File: src/rtl/core/ffa_ram.sv
// Simple dual-port synchronous RAM with one write and one registered read port.
// Holds either the free segment table or the used chunk table.
// Depends on nothing.
`default_nettype none

module ffa_ram #(
    parameter int DEPTH = 64,
    parameter int DW    = 45
) (
    input  wire logic                     clk,
    input  wire logic                     we,
    input  wire logic [$clog2(DEPTH)-1:0] waddr,
    input  wire logic [DW-1:0]            wdata,
    input  wire logic [$clog2(DEPTH)-1:0] raddr,
    output logic      [DW-1:0]            rdata
);

    logic [DW-1:0] mem [DEPTH];

    // Write port.
    always_ff @(posedge clk)
    begin
        if (we)
        begin
            mem[waddr] <= wdata;
        end
    end

    // Read port, registered.
    always_ff @(posedge clk)
    begin
        rdata <= mem[raddr];
    end

endmodule

`default_nettype wire

File: config.mk
export PLATFORM = sky130hd
export DESIGN_NAME = ffa_ram
export DESIGN_NICKNAME = d
export VERILOG_FILES = /design/src/rtl/core/ffa_ram.sv
export SDC_FILE = /design/constraint.sdc
export NUM_CORES = 2
export LEC_CHECK = 0
export BUFFER_PORTS_ARGS = -buffer_cell sky130_fd_sc_hd__buf_2
export CORE_MARGIN = 4
export CORE_UTILIZATION = 63
export CTS_CLUSTER_DIAMETER = 40
export DETAILED_ROUTE_END_ITERATION = 8
export HOLD_SLACK_MARGIN = 0.02
export PLACE_DENSITY = 0.79
export SLEW_MARGIN = 40
export SYNTH_ARGS = -nofsm -noshare
export SYNTH_HDL_FRONTEND = slang
export SYNTH_SLANG_ARGS = --single-unit
File: constraint.sdc
create_clock -name clk -period 6.7 [get_ports clk]
set_input_delay 1.005 -clock clk [delete_from_list [all_inputs] [get_ports clk]]
set_output_delay 1.005 -clock clk [all_outputs]
set_load 0.005 [all_outputs]
==> impl_metrics.json <==
{
  "p_leak_nw": 39.51,
  "max_cap_viol_count": 0,
  "clk_latency_ps": 960,
  "num_vias": 56250,
  "yosysWarnings": 0,
  "syn-instance-count": 4670,
  "critPathArrivalTime_ps": 4470,
  "synth_edf_count": 2880,
  "clockRootBuffer": "clkbuf_16",
  "avgSynthCellArea_um2": 23.54,
  "grt-ovfl-total": 0,
  "hold_violations": 0,
  "synthTopCellsByArea": "edfxtp_1 (79%), mux4_2 (14%), dfxtp_1 (0.82%)",
  "synth-async-reset-ratio_pct": 0,
  "post-route-period-util_pct": 55.07,
  "yosysTopAreaCellShare_pct": 78.67,
  "vias_per_cell": 7.397,
  "finalCriticalPeriod_ps": 3690,
  "netlist_area_um2": 109900,
  "grt_max_degree": 134,
  "fp-row-count": 153,
  "required_ps": 7480,
  "cts.path.max_buffers": 4,
  "first_pass_iters": 6,
  "path_class": "input pin to register",
  "outcome": "completed",
  "grt_pass1_wl_mm": 433.6,
  "pre_cts_ws_ps": 2234,
  "ys_ff_latch": 2925,
  "first_iter_violations": 9854,
  "cts_tree": "yes",
  "path_max_fanout": 98,
  "max_freq_mhz": 271.0,
  "post_cts_resized": 0,
  "antenna_found_initial": 13,
  "grt_pass1_vias": 57780,
  "portBuffers": 103,
  "clock-skew-final_ps": 39.52,
  "wire_per_inst_um": 40.10,
  "vdd_ir_drop_max_v": 0.0002925,
  "worst_setup_path_start_kind": "input pin",
  "setup_viol": 0,
  "track_usage_pct": 34.24,
  "cts.reportedPaths.clkPinSlew_ps": 70,
  "dieArea_um2": 181200,
  "pin_count": 104,
  "maxSlewViolCount": 0,
  "coreArea_um2": 173600,
  "crit_path_end_kind": "register",
  "drc": 0,
  "maxSlewHeadroom_pct": 37.90,
  "power_density_nw_per_um2": 319.2,
  "dieHeight_um": 425.7,
  "wirelength_mm": 304.9,
  "cts_hold_buffers": 0,
  "synth.distinct_cells": 40,
  "gp_congestion": 0.8759,
  "numCtsBuffers": 326,
  "synth_top_cell_by_area": "edfxtp_1",
  "final_layout_size_suffix_gt1_share_pct": 30.78,
  "die_w_um": 425.7,
  "post_cts_buffers": 0,
  "min_path_type": "input pin to register",
  "syn_nets": 4729,
  "grt_setup_unrepaired": "no",
  "synth_flop_cell": "edfxtp_1",
  "htreeDepth": 5,
  "tns_ps": 0,
  "worst_pin_slew_ps": 931.5,
  "final_antenna_net_count": 0,
  "nets": 5084,
  "post-dp-hpwl_mm": 153.8,
  "final.setup.worst_slack_ps": 3011,
  "cts_sinks": 2925,
  "synth.yosys.seq_area_share_pct": 79.49,
  "areaGrowthSynthToFinish_pct": 14.42,
  "initial_core_util_pct": 63.31
}
==> layout by cell type (no fill, tap or decap), types with 34 or more instances in the layout <==
cell type,n
buf_2,58
mux2i_1,60
nor2_4,64
clkbuf_16,329
o22ai_1,118
a221oi_1,79
a22oi_1,65
clkbuf_1,45
mux4_2,706
buf_4,151
dfxtp_1,45
nor2_1,65
edfxtp_1,2880
clkinv_2,34
a21oi_1,72
a22o_1,53
nand2_1,52
==> critical path: stages <==
cell,delay [ps]
buf_8,310
buf_16,310
buf_12,530
buf_4,730
mux4_2,440
a22o_1,270
a221oi_1,380
a221oi_1,220
==> Yosys cell counts (2+ instances only) <==
| master | n |
|---|---|
| nand2b_1 | 9 |
| mux2_2 | 26 |
| a221oi_1 | 79 |
| and2_1 | 3 |
| or3b_2 | 4 |
| clkbuf_1 | 104 |
| buf_6 | 18 |
| mux2i_1 | 60 |
| a31o_2 | 5 |
| or3_1 | 2 |
| buf_2 | 62 |
| clkbuf_4 | 2 |
| or2_2 | 3 |
| nand3b_1 | 5 |
| nor2_1 | 130 |
| a22oi_1 | 65 |
| dfxtp_1 | 45 |
| a311oi_1 | 5 |
| o22ai_1 | 119 |
| o2111ai_1 | 2 |
| nand2_1 | 54 |
| edfxtp_1 | 2880 |
| buf_1 | 20 |
| a211oi_1 | 20 |
| nor3_1 | 2 |
| o221ai_1 | 24 |
| nor2b_1 | 12 |
| nand4_1 | 2 |
| a21oi_1 | 73 |
| a22o_1 | 53 |
| mux4_2 | 706 |
| buf_4 | 62 |
| nand3_1 | 7 |
==> report_power, final <==
| part | total, mW | switching (mW) | leakage (nW) | internal (mW) |
|---|---|---|---|---|
| registers | 20.4 | 0.0996 | 26.3 | 20.3 |
| clock network | 18.0 | 7.42 | 5.21 | 10.5 |
| logic | 1.84 | 1.18 | 8.02 | 0.658 |
==> flip-flops by register name, summed over array words and instances (netlist names) <==
name   flops
mem     2880
rdata     45
==> final timing paths <==
path	to	cells after the start	startpoint	slack, ps
worst min register to register	rdata[41]$_DFF_P_	5	mem[60][41]$_DFFE_PP_	880
worst max-delay path	rdata[0]$_DFF_P_	8	raddr[1]	3010
worst max register to register	rdata[44]$_DFF_P_	5	mem[0][44]$_DFFE_PP_	4290
worst min-delay path	mem[12][27]$_DFFE_PP_	1	wdata[27]	590
==> per-layer routing <==
layer	vias to the layer above	global-route usage [%]	wire length, um	share of wire [%]
met2	5324	54.42	149800	49
met3	1057	7.498	38310	13
met5	-	0	55	0.018
li1	20930	-	-	-
met4	8	20.20	20880	6.8
met1	28930	44.36	95800	31
==> through the flow <==
stage               hold slack, ps  power, mW  instances  cell area [um2]  utilization, %
floorplan                    709.7      21.66       4670           109900               -
global placement             806.7      22.41       6967           113700           65.48
detailed placement           815.0      22.49       7014           114900           66.17
CTS                          550.0      40.19       7587           125600           72.34
global route                 599.1      41.16       7600           125800           72.44
finish                       587.5      40.15       7604           125800           72.44
==> cell type report <==
cell class,instances,area (um2)
Clock buffer,386,8567
Antenna cell,9,22.52
Tap cell,2325,2909
Fill cell,8766,47850
Timing Repair Buffer,295,3108
Clock inverter,187,2138
Sequential cell,2925,87380
Multi-Input combinational cell,1477,21650
==> cell families (layout without fill, tap and decap cells) <==
kind of cell    Yosys count  after routing  synth area share (%)
buf+inv                 268            868                 1.327
flops                  2925           2925                 79.49
other cells               0              9                     0
mux                     793            793                 15.29
simple gates            236            236                0.9367
compound gates          448            448                 2.955
Power figures use the tool's default switching activity.
