**config.mk**
```make
export PLATFORM = sky130hd
export DESIGN_NAME = ffa_ctrl
export DESIGN_NICKNAME = d
export VERILOG_FILES = /design/src/rtl/core/ffa_pkg.sv /design/src/rtl/core/ffa_ctrl.sv
export SDC_FILE = /design/constraint.sdc
export NUM_CORES = 1
export LEC_CHECK = 0
export BUFFER_PORTS_ARGS = -buffer_cell sky130_fd_sc_hd__buf_2
export CAP_MARGIN = 20
export CORE_ASPECT_RATIO = 2
export CORE_UTILIZATION = 38
export CTS_CLUSTER_DIAMETER = 120
export DETAILED_ROUTE_END_ITERATION = 10
export PLACE_DENSITY = 0.59
export SYNTH_ARGS = -nofsm -noshare
export SYNTH_HDL_FRONTEND = slang
export SYNTH_SLANG_ARGS = --single-unit
```
**constraint.sdc**
```tcl
create_clock -name clk -period 14.29 [get_ports clk]
set_input_delay 2.858 -clock clk [delete_from_list [all_inputs] [get_ports clk]]
set_output_delay 2.858 -clock clk [all_outputs]
set_load 0.02 [all_outputs]
```
**src/rtl/core/ffa_pkg.sv**
```systemverilog
// Shared types and constants for the first-fit free-list allocator.
// Holds the transfer payload structs, status codes and controller states.
// Depends on nothing; ffa_ctrl and the top level import it.
`default_nettype none

package ffa_pkg;

    // Fixed field widths of the transfer payloads.
    localparam int SIZE_W = 22;
    localparam int ADDR_W = 22;
    localparam int STAT_W = 2;
    localparam int CFG_W  = 23;
    localparam int NEED_W = 24;

    // Layout constants of the arena and of each chunk.
    localparam int ARENA_HDR   = 32;
    localparam int CHUNK_HDR   = 8;
    localparam int SPLIT_MIN   = 88;
    localparam int ARENA_MIN   = 128;
    localparam int ARENA_RESET = 4 * 1024 * 1024;

    // Result status codes.
    localparam logic [STAT_W-1:0] STAT_OK      = 2'd0;
    localparam logic [STAT_W-1:0] STAT_NOFIT   = 2'd1;
    localparam logic [STAT_W-1:0] STAT_FULL    = 2'd2;
    localparam logic [STAT_W-1:0] STAT_UNKNOWN = 2'd3;

    // Request type codes.
    localparam logic REQ_ALLOC = 1'b0;
    localparam logic REQ_FREE  = 1'b1;

    typedef struct packed {
        logic              req_type;
        logic [SIZE_W-1:0] req_size;
        logic [ADDR_W-1:0] free_addr;
    } req_t;

    typedef struct packed {
        logic [ADDR_W-1:0] result_addr;
        logic [STAT_W-1:0] status;
    } rsp_t;

    typedef enum logic [3:0] {
        S_INIT,
        S_IDLE,
        S_USCAN,
        S_FSCAN,
        S_FINS,
        S_SHUP,
        S_INS,
        S_UVSCAN,
        S_ACOM,
        S_SHDN,
        S_AFIN,
        S_DONE
    } ffa_state_t;

endpackage

`default_nettype wire

```
**src/rtl/core/ffa_ctrl.sv**
```systemverilog
// Sequencer of the allocator: walks the tables, shifts segments and builds results.
// Depends on ffa_pkg; drives the two ffa_ram instances from the top level.
`default_nettype none

module ffa_ctrl #(
    parameter int FREE_SLOTS = 64,
    parameter int USED_SLOTS = 64,
    parameter int ADDR_BITS  = 22
) (
    input  wire logic                                clk,
    input  wire logic                                rst_n,
    input  wire logic                                cfg_we,
    input  wire logic [ADDR_BITS:0]                  arena,
    input  wire logic                                req_valid,
    output logic                                     req_stall,
    input  wire ffa_pkg::req_t                       req,
    output logic                                     rsp_valid,
    input  wire logic                                rsp_stall,
    output ffa_pkg::rsp_t                            rsp,
    output logic                                     f_we,
    output logic [$clog2(FREE_SLOTS)-1:0]            f_waddr,
    output logic [2*ADDR_BITS:0]                     f_wdata,
    output logic [$clog2(FREE_SLOTS)-1:0]            f_raddr,
    input  wire logic [2*ADDR_BITS:0]                f_rdata,
    output logic                                     u_we,
    output logic [$clog2(USED_SLOTS)-1:0]            u_waddr,
    output logic [2*ADDR_BITS:0]                     u_wdata,
    output logic [$clog2(USED_SLOTS)-1:0]            u_raddr,
    input  wire logic [2*ADDR_BITS:0]                u_rdata
);

    import ffa_pkg::*;

    localparam int SW  = ADDR_BITS + 1;
    localparam int CW  = ((SW > NEED_W) ? SW : NEED_W) + 1;
    localparam int FIW = $clog2(FREE_SLOTS);
    localparam int FCW = $clog2(FREE_SLOTS + 1);
    localparam int UIW = $clog2(USED_SLOTS);
    localparam int UCW = $clog2(USED_SLOTS + 1);

    ffa_state_t              state_reg, state_next;
    logic [FCW-1:0]          fcnt_reg, fcnt_next;
    logic [USED_SLOTS-1:0]   uvalid_reg;
    logic [FCW-1:0]          fidx_reg, fidx_next;
    logic [FIW-1:0]          fcur_reg, fcur_next;
    logic [UCW-1:0]          uidx_reg, uidx_next;
    logic [UIW-1:0]          ucur_reg, ucur_next;
    logic                    vld_reg, vld_next;
    logic                    op_reg, op_next;
    logic [NEED_W-1:0]       need_reg, need_next;
    logic [ADDR_W-1:0]       fa_reg, fa_next;
    logic [FCW-1:0]          seg_idx_reg, seg_idx_next;
    logic [ADDR_BITS-1:0]    seg_start_reg, seg_start_next;
    logic [SW-1:0]           seg_size_reg, seg_size_next;
    logic [ADDR_BITS-1:0]    ch_start_reg, ch_start_next;
    logic [SW-1:0]           ch_size_reg, ch_size_next;
    logic [UIW-1:0]          uslot_reg, uslot_next;
    logic [FCW-1:0]          sidx_reg, sidx_next;
    logic [FIW-1:0]          wtgt_reg, wtgt_next;
    logic                    wpend_reg, wpend_next;
    rsp_t                    res_reg, res_next;
    rsp_t                    rsp_reg, rsp_next;
    logic                    rsp_valid_reg, rsp_valid_next;
    logic                    set_v, clr_v;

    // Fields of the entries read back from the two tables.
    logic [CW-1:0] d_start, d_size, d_end, u_start, ch_end, left;
    logic [FCW-1:0] sidx_dec, sidx_inc;

    assign d_start  = CW'(f_rdata[2*ADDR_BITS:SW]);
    assign d_size   = CW'(f_rdata[SW-1:0]);
    assign d_end    = d_start + d_size;
    assign u_start  = CW'(u_rdata[2*ADDR_BITS:SW]);
    assign ch_end   = CW'(ch_start_reg) + CW'(ch_size_reg);
    assign left     = CW'(seg_size_reg) - CW'(need_reg);
    assign sidx_dec = sidx_reg - FCW'(1);
    assign sidx_inc = sidx_reg + FCW'(1);

    assign req_stall = (state_reg != S_IDLE);
    assign rsp_valid = rsp_valid_reg;
    assign rsp       = rsp_reg;

    // State register and control state.
    always_ff @(posedge clk or negedge rst_n)
    begin
        if (!rst_n)
        begin
            state_reg     <= S_INIT;
            fcnt_reg      <= FCW'(1);
            uvalid_reg    <= '0;
            vld_reg       <= 1'b0;
            wpend_reg     <= 1'b0;
            rsp_valid_reg <= 1'b0;
        end
        else
        begin
            state_reg     <= state_next;
            fcnt_reg      <= fcnt_next;
            vld_reg       <= vld_next;
            wpend_reg     <= wpend_next;
            rsp_valid_reg <= rsp_valid_next;
            if (cfg_we)
            begin
                uvalid_reg <= '0;
            end
            else if (set_v)
            begin
                uvalid_reg[uslot_reg] <= 1'b1;
            end
            else if (clr_v)
            begin
                uvalid_reg[uslot_reg] <= 1'b0;
            end
        end
    end

    // Working registers of the request in flight.
    always_ff @(posedge clk)
    begin
        fidx_reg      <= fidx_next;
        fcur_reg      <= fcur_next;
        uidx_reg      <= uidx_next;
        ucur_reg      <= ucur_next;
        op_reg        <= op_next;
        need_reg      <= need_next;
        fa_reg        <= fa_next;
        seg_idx_reg   <= seg_idx_next;
        seg_start_reg <= seg_start_next;
        seg_size_reg  <= seg_size_next;
        ch_start_reg  <= ch_start_next;
        ch_size_reg   <= ch_size_next;
        uslot_reg     <= uslot_next;
        sidx_reg      <= sidx_next;
        wtgt_reg      <= wtgt_next;
        res_reg       <= res_next;
        rsp_reg       <= rsp_next;
    end

    // Next state, table accesses and result assembly.
    always_comb
    begin
        state_next     = state_reg;
        fcnt_next      = fcnt_reg;
        fidx_next      = fidx_reg;
        fcur_next      = fcur_reg;
        uidx_next      = uidx_reg;
        ucur_next      = ucur_reg;
        vld_next       = vld_reg;
        op_next        = op_reg;
        need_next      = need_reg;
        fa_next        = fa_reg;
        seg_idx_next   = seg_idx_reg;
        seg_start_next = seg_start_reg;
        seg_size_next  = seg_size_reg;
        ch_start_next  = ch_start_reg;
        ch_size_next   = ch_size_reg;
        uslot_next     = uslot_reg;
        sidx_next      = sidx_reg;
        wtgt_next      = wtgt_reg;
        wpend_next     = wpend_reg;
        res_next       = res_reg;
        rsp_next       = rsp_reg;
        rsp_valid_next = rsp_valid_reg && rsp_stall;
        set_v          = 1'b0;
        clr_v          = 1'b0;
        f_we           = 1'b0;
        f_waddr        = wtgt_reg;
        f_wdata        = f_rdata;
        f_raddr        = fidx_reg[FIW-1:0];
        u_we           = 1'b0;
        u_waddr        = uslot_reg;
        u_wdata        = {ch_start_reg, ch_size_reg};
        u_raddr        = uidx_reg[UIW-1:0];

        case (state_reg)
            // Seed the table with the single free segment after the header.
            S_INIT:
            begin
                f_we       = 1'b1;
                f_waddr    = '0;
                f_wdata    = {ADDR_BITS'(ARENA_HDR), arena - SW'(ARENA_HDR)};
                state_next = S_IDLE;
            end

            S_IDLE:
            begin
                if (req_valid)
                begin
                    op_next    = req.req_type;
                    need_next  = ((NEED_W'(req.req_size) + NEED_W'(7)) & ~NEED_W'(7))
                                 + NEED_W'(CHUNK_HDR);
                    fa_next    = req.free_addr;
                    vld_next   = 1'b0;
                    fidx_next  = '0;
                    uidx_next  = '0;
                    state_next = (req.req_type == REQ_FREE) ? S_USCAN : S_FSCAN;
                end
            end

            // Look the freed address up in the used table, one entry a cycle.
            S_USCAN:
            begin
                vld_next  = (uidx_reg < UCW'(USED_SLOTS));
                ucur_next = uidx_reg[UIW-1:0];
                if (uidx_reg < UCW'(USED_SLOTS))
                begin
                    uidx_next = uidx_reg + UCW'(1);
                end
                if (vld_reg)
                begin
                    if (uvalid_reg[ucur_reg]
                        && (u_start + CW'(CHUNK_HDR) == CW'(fa_reg)))
                    begin
                        ch_start_next = u_rdata[2*ADDR_BITS:SW];
                        ch_size_next  = u_rdata[SW-1:0];
                        uslot_next    = ucur_reg;
                        fidx_next     = '0;
                        vld_next      = 1'b0;
                        state_next    = S_FSCAN;
                    end
                end
                else if (uidx_reg >= UCW'(USED_SLOTS))
                begin
                    res_next   = '{result_addr: '0, status: STAT_UNKNOWN};
                    state_next = S_DONE;
                end
            end

            // Walk the free segments in address order.
            S_FSCAN:
            begin
                vld_next  = (fidx_reg < fcnt_reg);
                fcur_next = fidx_reg[FIW-1:0];
                if (fidx_reg < fcnt_reg)
                begin
                    fidx_next = fidx_reg + FCW'(1);
                end
                if (vld_reg)
                begin
                    if (op_reg == REQ_ALLOC)
                    begin
                        if (CW'(need_reg) <= d_size)
                        begin
                            seg_idx_next   = FCW'(fcur_reg);
                            seg_start_next = f_rdata[2*ADDR_BITS:SW];
                            seg_size_next  = f_rdata[SW-1:0];
                            uidx_next      = '0;
                            vld_next       = 1'b0;
                            state_next     = S_UVSCAN;
                        end
                    end
                    else if (d_end == CW'(ch_start_reg))
                    begin
                        // Chunk follows this segment: extend it.
                        f_we       = 1'b1;
                        f_waddr    = fcur_reg;
                        f_wdata    = {f_rdata[2*ADDR_BITS:SW], SW'(d_size + CW'(ch_size_reg))};
                        clr_v      = 1'b1;
                        res_next   = '{result_addr: '0, status: STAT_OK};
                        vld_next   = 1'b0;
                        state_next = S_DONE;
                    end
                    else if (ch_end == d_start)
                    begin
                        // Chunk precedes this segment: move its start down.
                        f_we       = 1'b1;
                        f_waddr    = fcur_reg;
                        f_wdata    = {ch_start_reg, SW'(d_size + CW'(ch_size_reg))};
                        clr_v      = 1'b1;
                        res_next   = '{result_addr: '0, status: STAT_OK};
                        vld_next   = 1'b0;
                        state_next = S_DONE;
                    end
                    else if (ch_end < d_start)
                    begin
                        seg_idx_next = FCW'(fcur_reg);
                        vld_next     = 1'b0;
                        state_next   = S_FINS;
                    end
                end
                else if (fidx_reg >= fcnt_reg)
                begin
                    if (op_reg == REQ_ALLOC)
                    begin
                        res_next   = '{result_addr: '0, status: STAT_NOFIT};
                        state_next = S_DONE;
                    end
                    else
                    begin
                        seg_idx_next = fcnt_reg;
                        state_next   = S_FINS;
                    end
                end
            end

            // A new segment needs a free slot in the table.
            S_FINS:
            begin
                if (fcnt_reg >= FCW'(FREE_SLOTS))
                begin
                    res_next   = '{result_addr: '0, status: STAT_FULL};
                    state_next = S_DONE;
                end
                else
                begin
                    sidx_next  = fcnt_reg;
                    wpend_next = 1'b0;
                    state_next = S_SHUP;
                end
            end

            // Move entries up by one, from the tail down to the insert point.
            S_SHUP:
            begin
                if (wpend_reg)
                begin
                    f_we = 1'b1;
                end
                if (sidx_reg > seg_idx_reg)
                begin
                    f_raddr    = sidx_dec[FIW-1:0];
                    wtgt_next  = sidx_reg[FIW-1:0];
                    wpend_next = 1'b1;
                    sidx_next  = sidx_dec;
                end
                else
                begin
                    wpend_next = 1'b0;
                    state_next = S_INS;
                end
            end

            S_INS:
            begin
                f_we       = 1'b1;
                f_waddr    = seg_idx_reg[FIW-1:0];
                f_wdata    = {ch_start_reg, ch_size_reg};
                fcnt_next  = fcnt_reg + FCW'(1);
                clr_v      = 1'b1;
                res_next   = '{result_addr: '0, status: STAT_OK};
                state_next = S_DONE;
            end

            // Find the first idle slot of the used table.
            S_UVSCAN:
            begin
                if (!uvalid_reg[uidx_reg[UIW-1:0]])
                begin
                    uslot_next = uidx_reg[UIW-1:0];
                    state_next = S_ACOM;
                end
                else if (uidx_reg == UCW'(USED_SLOTS - 1))
                begin
                    res_next   = '{result_addr: '0, status: STAT_FULL};
                    state_next = S_DONE;
                end
                else
                begin
                    uidx_next = uidx_reg + UCW'(1);
                end
            end

            // Cut the chunk from the segment tail or take the whole segment.
            S_ACOM:
            begin
                if (left >= CW'(SPLIT_MIN))
                begin
                    f_we          = 1'b1;
                    f_waddr       = seg_idx_reg[FIW-1:0];
                    f_wdata       = {seg_start_reg, left[SW-1:0]};
                    ch_start_next = ADDR_BITS'(CW'(seg_start_reg) + left);
                    ch_size_next  = SW'(need_reg);
                    state_next    = S_AFIN;
                end
                else
                begin
                    ch_start_next = seg_start_reg;
                    ch_size_next  = seg_size_reg;
                    sidx_next     = seg_idx_reg + FCW'(1);
                    wpend_next    = 1'b0;
                    state_next    = S_SHDN;
                end
            end

            // Close the gap left by a removed segment.
            S_SHDN:
            begin
                if (wpend_reg)
                begin
                    f_we = 1'b1;
                end
                if (sidx_reg < fcnt_reg)
                begin
                    f_raddr    = sidx_reg[FIW-1:0];
                    wtgt_next  = sidx_dec[FIW-1:0];
                    wpend_next = 1'b1;
                    sidx_next  = sidx_inc;
                end
                else
                begin
                    wpend_next = 1'b0;
                    fcnt_next  = fcnt_reg - FCW'(1);
                    state_next = S_AFIN;
                end
            end

            S_AFIN:
            begin
                u_we       = 1'b1;
                set_v      = 1'b1;
                res_next   = '{result_addr: ADDR_W'(CW'(ch_start_reg) + CW'(CHUNK_HDR)),
                               status: STAT_OK};
                state_next = S_DONE;
            end

            // Hand the result to the output register once it is free.
            S_DONE:
            begin
                if (!rsp_valid_reg || !rsp_stall)
                begin
                    rsp_next       = res_reg;
                    rsp_valid_next = 1'b1;
                    state_next     = S_IDLE;
                end
            end

            default:
            begin
                state_next = S_INIT;
            end
        endcase

        // A new arena size restarts with one free segment.
        if (cfg_we)
        begin
            state_next = S_INIT;
            fcnt_next  = FCW'(1);
        end
    end

    // The segment count never exceeds the table depth.
    a_fcnt_range: assert property (@(posedge clk) disable iff (!rst_n)
        fcnt_reg <= FCW'(FREE_SLOTS))
        else $error("free segment count beyond table depth");

    // Without a request in flight or a configuration write the table size holds.
    a_fcnt_idle: assert property (@(posedge clk) disable iff (!rst_n)
        (state_reg == S_IDLE && !cfg_we) |=> $stable(fcnt_reg))
        else $error("segment count changed while idle");

    // Shifting up only happens with room for one more segment.
    a_shup_room: assert property (@(posedge clk) disable iff (!rst_n)
        (state_reg == S_SHUP) |-> (fcnt_reg < FCW'(FREE_SLOTS)))
        else $error("insert into a full segment table");

    // A failed request never reports an address.
    a_fail_zero: assert property (@(posedge clk) disable iff (!rst_n)
        (rsp_valid_reg && rsp_reg.status != STAT_OK && rsp_reg.result_addr != '0) |-> 1'b0)
        else $error("address reported on a failed request");

endmodule

`default_nettype wire

```
==> reports/qor.yml, run 1 <==
timing:
  slew_headroom: 0.1884
  tns_ns: 0
  hold_viol_final: 0
  highest_clock_rate_mhz: 93.38
  worst_clock_skew_ns: 0.02817
  timing.final.setup_violations: 0
  setup_slack_ns: 3.581
  timing.final.crit_period_ns: 10.71
  setup_repair_after_global_routing_missed_its_margin: "no"
  transition_at_the_pin_with_the_smallest_max_transition_slack_ns: 1.198
  min_period_over_period: 0.7494
  slew_limit_fails: 0
logic_synthesis:
  yosys_register_bits: 312
  synth.mux.area_fraction: 0.04625
  synth_enable_flop_cells: 234
  ys_async_sr_fraction: 0.2500
  syn-cell-area_sq_um: 24670
  synth-warning-count: 0
  synth_sequential_area_ratio: 0.3640
  yosys.cell_types.count: 83
  arithmetic_cell_share_of_the_synthesized_area_counting_full_adders_half_adders_and_majority_gates: 0.09758
  dominantRegCellSynth: "sky130_fd_sc_hd__edfxtp_1"
  postSynthAreaPerCell_sq_um: 9.182
  post_synth_and_or_nand_nor_area_fraction: 0.1577
  synth_cells: 2687
  synth_top_family_by_area: "compound AO/OA/AOI/OAI gates"
  synthesis.nets: 3038
  post_synth_xor_area_fraction: 0.07136
  synth-compound-area-share: 0.2202
final_layout:
  largest_register_ff_count: 64
  post_route_cells_drive_above_1_share: 0.1601
  flow.area_growth_from_synthesis_pct: 13.92
  final_cell_area_sq_um: 28110
  final-instance-count-excl-fill: 3756
  finish.net_count: 3281
setup_path:
  worst_r2r_path_depth: 24
  setup.worst_path.start_class: "flop"
  timing_worst_setup_path_type: "reg2out"
  timing.critical_path.arrival_ns: 7.85
  worstReg2RegStart: "ch_start_reg[0]$_DFFE_PP_"
  setup.reg_to_reg.worst_slack_ns: 7.16
  worst_ep_required_time_ns: 11.43
  worst_setup_path_end_kind: "primary output"
  crit_path_start: "ch_start_reg[0]$_DFFE_PP_"
  critPathSlowestCell: "sky130_fd_sc_hd__edfxtp_1"
  worst_path_most_repeated_cell: "sky130_fd_sc_hd__buf_4"
  cp_max_fo: 17
  worstReg2RegEnd: "res_reg[13]$_DFFE_PP_"
  worst_path_largest_cell_delay_ns: 0.66
floorplan:
  placementRows: 131
  initial_core_util: 0.3859
  coreArea_sq_um: 63920
  design.portCount: 305
  die_h_um: 362.3
  design.die.area_sq_um: 66010
  die_w_um: 182.2
hold_path:
  hold_path_startpoint: "res_reg[2]$_DFFE_PP_"
  min_delay_path_depth: 0
  min_to: "rsp[2]$_DFFE_PP_"
  timing.hold.worst.class: "reg2reg"
routing:
  first_iteration_detailed_routing_drc_count: 1943
  ant_nets: 0
  vias_per_cell: 6.210
  post_route_drc: 0
  postRouteWirelength_um: 104600
  firstDrtPassIters: 5
  vias: 23320
  wire_per_inst_um: 27.84
placement:
  dpl_worst_slack_ns: 3.862
  place_area_sq_um: 26990
  io_buffers: 304
  gp_routability_congestion: 0.9825
  placed_cells: 3691
  dp_hpwl_um: 82050
clock_tree:
  postCtsHoldBufs: 0
  clock_path_buffers: 3
  cts-htree-levels: 2
  cts_sinks: 312
  postCtsResizedCells: 0
  tritoncts.num_buffers: 34
  cts_tree: "yes"
  cts_setup_buffers: 0
  worst_setup_hold_path_clk_slew_ns: 0.06
  root_buffer: "sky130_fd_sc_hd__clkbuf_16"
  worst_skew_pair.late_latency_ns: 0.56
run_status:
  status: "finished, final reports clean"
global_route:
  grt_antenna_before_repair: 13
  first_global_vias: 23540
  grt_start_max_net_pins: 76
  grt_pass1_wl_um: 149900
  globalRouteOverflowTotal: 0
  track_usage: 0.3124
power:
  static-leakage-power_nw: 11.54
  power.density_cell_area_nw_per_um2: 160.3
  seq_pwr_share: 0.303
  p_clk_frac: 0.204
  worst_ir_drop_vdd_uv: 69.32
  intPower_mw: 2.441
  power_total_mw: 4.506
  portion_of_total_power_attributed_to_combinational_logic: 0.494
  switching_power_summed_over_all_nets_mw: 2.064
  power_switching_share: 0.4582
flow_run:
  number_of_max_capacitance_violations_reported: 0
-- power by group through the flow --
stage               logic [mW]  registers [mW]  clock network, mW
floorplan                 1.45            1.29                  0
global placement          2.15            1.37                  0
detailed placement        2.18            1.38                  0
CTS                       2.19            1.36              0.930
global route              2.38            1.37              0.956
finish                    2.22            1.36              0.917
-- metal layers --
layer | vias to the layer above | part of all wire | global-route usage
met5 | - | 0.0011 | 0
met4 | 18 | 0.096 | 0.2681
met3 | 363 | 0.068 | 0.04864
met2 | 1181 | 0.51 | 0.5670
met1 | 11240 | 0.33 | 0.3076
li1 | 10530 | - | -
-- how the worst max path moves through the flow --
stage / end / slack, ns
2_1_floorplan: f_wdata[12] / 4.97
3_3_place_gp: f_wdata[12] / 3.83
3_5_place_dp: f_wdata[12] / 3.86
4_1_cts: f_wdata[12] / 3.59
5_1_grt: f_wdata[12] / 3.24
6_report: f_wdata[12] / 3.58
-- cell usage after synthesis (all sizes together), types with 8 or more instances --
library cell	number	area share
and2	23	0.0058
a21boi	11	0.0033
o31ai	73	0.022
o41ai	8	0.0028
nor2b	21	0.0053
a211o	9	0.0032
o311ai	12	0.0043
a22oi	13	0.0040
ha	182	0.092
o211ai	10	0.0030
a221o	28	0.011
a31oi	29	0.0074
o211a	8	0.0032
nand2b	28	0.0071
a21oi	221	0.045
or3	27	0.0068
mux4	40	0.037
nor4	20	0.0059
a22o	24	0.0085
inv	139	0.021
dfrtp	77	0.078
nor2	220	0.033
o21a	22	0.0067
o221ai	13	0.0046
nand2	284	0.043
mux2i	15	0.0061
and3	24	0.0061
o21bai	12	0.0037
xor2	79	0.028
buf	28	0.0056
edfxtp	234	0.28
a21o	73	0.022
mux2	8	0.0037
or4	9	0.0027
xnor2	122	0.043
nand3	61	0.012
nand4	37	0.0094
o21ai	155	0.031
a2111oi	14	0.0052
a211oi	24	0.0073
nor3	48	0.0097
o31a	11	0.0039
clkbuf	106	0.016
-- critical path, delay by kind of cell, from the launching register on --
kind | cells | cell delay [ns]
AOI/OAI and AO/OA | 12 | 3.34
adders and majority gates | 3 | 0.76
buffers and inverters | 5 | 1.15
DFF | 1 | 0.66
and+or+nand+nor | 7 | 1.35
-- area by class of cell --
type | count | area, sq um
flip-flops and latches | 312 | 8980
multi-input cells | 2102 | 14680
diodes | 4 | 10.01
inverters | 139 | 521.8
well taps | 798 | 998.5
clock inverters | 20 | 214.0
repair buffers | 341 | 1827
fillers | 6355 | 35820
clock buffers | 40 | 873.3
-- cell usage in the layout (no fill, tap or decap), drive strengths merged, types with 29 or more instances in the layout --
cell / netlist / final
nor3: 48 / 48
nand4: 37 / 37
xnor2: 122 / 122
xor2: 79 / 79
nor2: 220 / 220
edfxtp: 234 / 234
nand2: 284 / 284
clkbuf: 106 / 40
o21ai: 155 / 155
a31oi: 29 / 29
dfrtp: 77 / 77
buf: 28 / 341
o31ai: 73 / 73
ha: 182 / 182
a21o: 73 / 73
mux4: 40 / 40
nand3: 61 / 61
a21oi: 221 / 221
inv: 139 / 140
-- cells by family after synthesis --
family                   after synthesis
XOR/XNOR                             201
adder cells (fa/ha/maj)              189
flip-flops                           312
multiplexers                          63
buffers and inverters                273
AO/OA/AOI/OAI                        816
other                                  1
AND/OR/NAND/NOR                      832
-- metrics by stage --
step	util	hold WS, ns
3_3_place_gp	0.4218	0.4018
6_report	0.4397	0.4184
5_1_grt	0.4396	0.4251
2_1_floorplan	-	0.4003
4_1_cts	0.4392	0.4192
3_5_place_dp	0.4222	0.4045
Power figures use the tool's default switching activity.
==> inputs of run 2 (changes only) <==
==> constraint.sdc (replaced) <==
create_clock -name clk -period 10.2 [get_ports clk]
set_input_delay 2.04 -clock clk [delete_from_list [all_inputs] [get_ports clk]]
set_output_delay 2.04 -clock clk [all_outputs]
set_load 0.02 [all_outputs]
==> reports/qor.yml, run 2 (synthesis results as in run 1) <==
run_status:
  status: "finished, final reports clean"
clock_tree:
  cts_tree: "yes"
  worst_setup_hold_path_clk_slew_ns: 0.07
  root_buffer: "sky130_fd_sc_hd__clkbuf_16"
  clock_path_buffers: 3
  cts_sinks: 312
  worst_skew_pair.late_latency_ns: 0.57
  cts-htree-levels: 2
  tritoncts.num_buffers: 34
timing:
  setup_repair_after_global_routing_missed_its_margin: "no"
  hold_viol_final: 0
  setup_slack_ns: 0.3981
  worst_clock_skew_ns: 0.02932
  transition_at_the_pin_with_the_smallest_max_transition_slack_ns: 1.121
  highest_clock_rate_mhz: 102.0
  slew_limit_fails: 0
  timing.final.setup_violations: 0
  timing.final.crit_period_ns: 9.802
  tns_ns: 0
  min_period_over_period: 0.9610
  slew_headroom: 0.2470
final_layout:
  largest_register_ff_count: 64
  final_common_cell: "sky130_fd_sc_hd__buf_2"
  post_route_cells_drive_above_1_share: 0.1601
  final-instance-count-excl-fill: 3757
  finish.net_count: 3279
  flow.area_growth_from_synthesis_pct: 13.91
  most-common-layout-cells: "304 x sky130_fd_sc_hd__buf_2, 283 x sky130_fd_sc_hd__nand2_1, 234 x sky130_fd_sc_hd__edfxtp_1"
floorplan:
  die_h_um: 362.3
  placementRows: 131
  design.portCount: 305
  die_w_um: 182.2
  design.die.area_sq_um: 66010
  coreArea_sq_um: 63920
  initial_core_util: 0.3859
power:
  portion_of_total_power_attributed_to_combinational_logic: 0.494
  power_switching_share: 0.4585
  power.density_cell_area_nw_per_um2: 224.8
  seq_pwr_share: 0.300
  switching_power_summed_over_all_nets_mw: 2.896
  p_clk_frac: 0.206
  intPower_mw: 3.421
  worst_ir_drop_vdd_uv: 116.6
  static-leakage-power_nw: 11.54
placement:
  dp_hpwl_um: 82770
  io_buffers: 304
  placed_cells: 3688
  gp_routability_congestion: 0.9902
  dpl_worst_slack_ns: 0.9319
routing:
  firstDrtPassIters: 8
  wire_per_inst_um: 28.02
  vias: 23450
  postRouteWirelength_um: 105300
  ant_nets: 0
  vias_per_cell: 6.242
  post_route_drc: 0
  first_iteration_detailed_routing_drc_count: 2110
hold_path:
  timing.hold.worst.class: "reg2reg"
  min_delay_path_depth: 0
setup_path:
  timing_worst_setup_path_type: "reg2out"
  worst_path_largest_cell_delay_ns: 0.74
  setup.worst_path.start_class: "flop"
  timing.critical_path.arrival_ns: 7.76
  worst_ep_required_time_ns: 8.16
  worst-path-stages: 25
  path_delay_family: "compound AO/OA/AOI/OAI gates"
  cp_max_fo: 15
  worst_setup_path_end_kind: "primary output"
  cp.buffers_inverters: 3
  worst_r2r_path_depth: 22
  critPathSlowestCell: "sky130_fd_sc_hd__a2111oi_1"
global_route:
  track_usage: 0.3132
  grt_start_max_net_pins: 76
  grt_pass1_wl_um: 151300
  globalRouteOverflowTotal: 0
  grt_antenna_before_repair: 8
  first_global_vias: 23570
flow_run:
  number_of_max_capacitance_violations_reported: 0
run 2: worst paths after layout:
check	start	slack (ns)	end
worst min-delay path	res_reg[16]$_DFFE_PP_	0.42	rsp[16]$_DFFE_PP_
worst min register to register	res_reg[16]$_DFFE_PP_	0.42	rsp[16]$_DFFE_PP_
worst max register to register	ch_start_reg[6]$_DFFE_PP_	3.14	res_reg[14]$_DFFE_PP_
worst max-delay path	ch_start_reg[6]$_DFFE_PP_	0.40	f_wdata[17]
min in group asynchronous	rst_n	1.35	fcnt_reg[5]$_DFFE_PN0P_
max in group asynchronous	rst_n	7.67	uvalid_reg[52]$_DFFE_PN0P_
run 2: layout make-up:
type / instances / area (sq um)
fillers: 6342 / 35820
inverters: 139 / 521.8
clock buffers: 40 / 904.6
diodes: 5 / 12.51
repair buffers: 339 / 1797
multi-input cells: 2102 / 14680
clock inverters: 22 / 205.2
well taps: 798 / 998.5
flip-flops and latches: 312 / 8980
run 2: layer usage:
metal | share of wire | wire (um) | GRT usage
met4 | 0.095 | 10010 | 0.2650
met1 | 0.34 | 35290 | 0.3130
met3 | 0.059 | 6222 | 0.03831
met2 | 0.51 | 53750 | 0.5726
met5 | 0.00012 | 13 | 0
run 2: worst reg2reg max path, cell delays in order, from the launching register on:
cell and delay [ns]:
sky130_fd_sc_hd__edfxtp_1 0.55, sky130_fd_sc_hd__ha_1 0.43, sky130_fd_sc_hd__a21o_1 0.21, sky130_fd_sc_hd__a21oi_1 0.19
sky130_fd_sc_hd__o21ai_0 0.30, sky130_fd_sc_hd__o21bai_1 0.27, sky130_fd_sc_hd__o211a_1 0.23, sky130_fd_sc_hd__o21bai_1 0.09
sky130_fd_sc_hd__a21oi_1 0.23, sky130_fd_sc_hd__nor2b_1 0.07, sky130_fd_sc_hd__o21ai_0 0.31, sky130_fd_sc_hd__nor2b_1 0.21
sky130_fd_sc_hd__xnor2_1 0.09, sky130_fd_sc_hd__ha_1 0.33, sky130_fd_sc_hd__nand4_1 0.09, sky130_fd_sc_hd__nor2_1 0.22
sky130_fd_sc_hd__nand3_1 0.20, sky130_fd_sc_hd__or3_1 0.55, sky130_fd_sc_hd__a2111oi_1 0.74, sky130_fd_sc_hd__a31oi_1 0.09
sky130_fd_sc_hd__buf_4 0.26, sky130_fd_sc_hd__o2111ai_1 0.22, sky130_fd_sc_hd__and3_2 0.76
run 2: power by group through the flow:
stage	Sequential [mW]	Combinational [mW]	Clock (mW)
finish	1.89	3.12	1.30
global route	1.91	3.35	1.36
detailed placement	1.92	3.07	0
global placement	1.91	3.04	0
floorplan	1.81	2.03	0
CTS	1.89	3.09	1.32
run 2: stage by stage:
step | area (sq um) | utilization | hold WS [ns] | total power [mW]
final | 28100 | 0.4396 | 0.4176 | 6.317
after global routing | 28100 | 0.4395 | 0.4194 | 6.617
after CTS | 28060 | 0.4390 | 0.4193 | 6.299
after detailed placement | 26950 | 0.4216 | 0.4045 | 4.989
after global placement | 26950 | 0.4216 | 0.4015 | 4.943
after floorplan | 24670 | - | 0.4003 | 3.839
run 2: what timing repair did:
| item | 4_1_cts | 5_1_grt |
|---|---|---|
| setup endpoints to repair | 0 | 11 |
| buffers inserted | 0 | 0 |
| hold buffers | 0 | 0 |
| gates resized for setup | 0 | 1 |
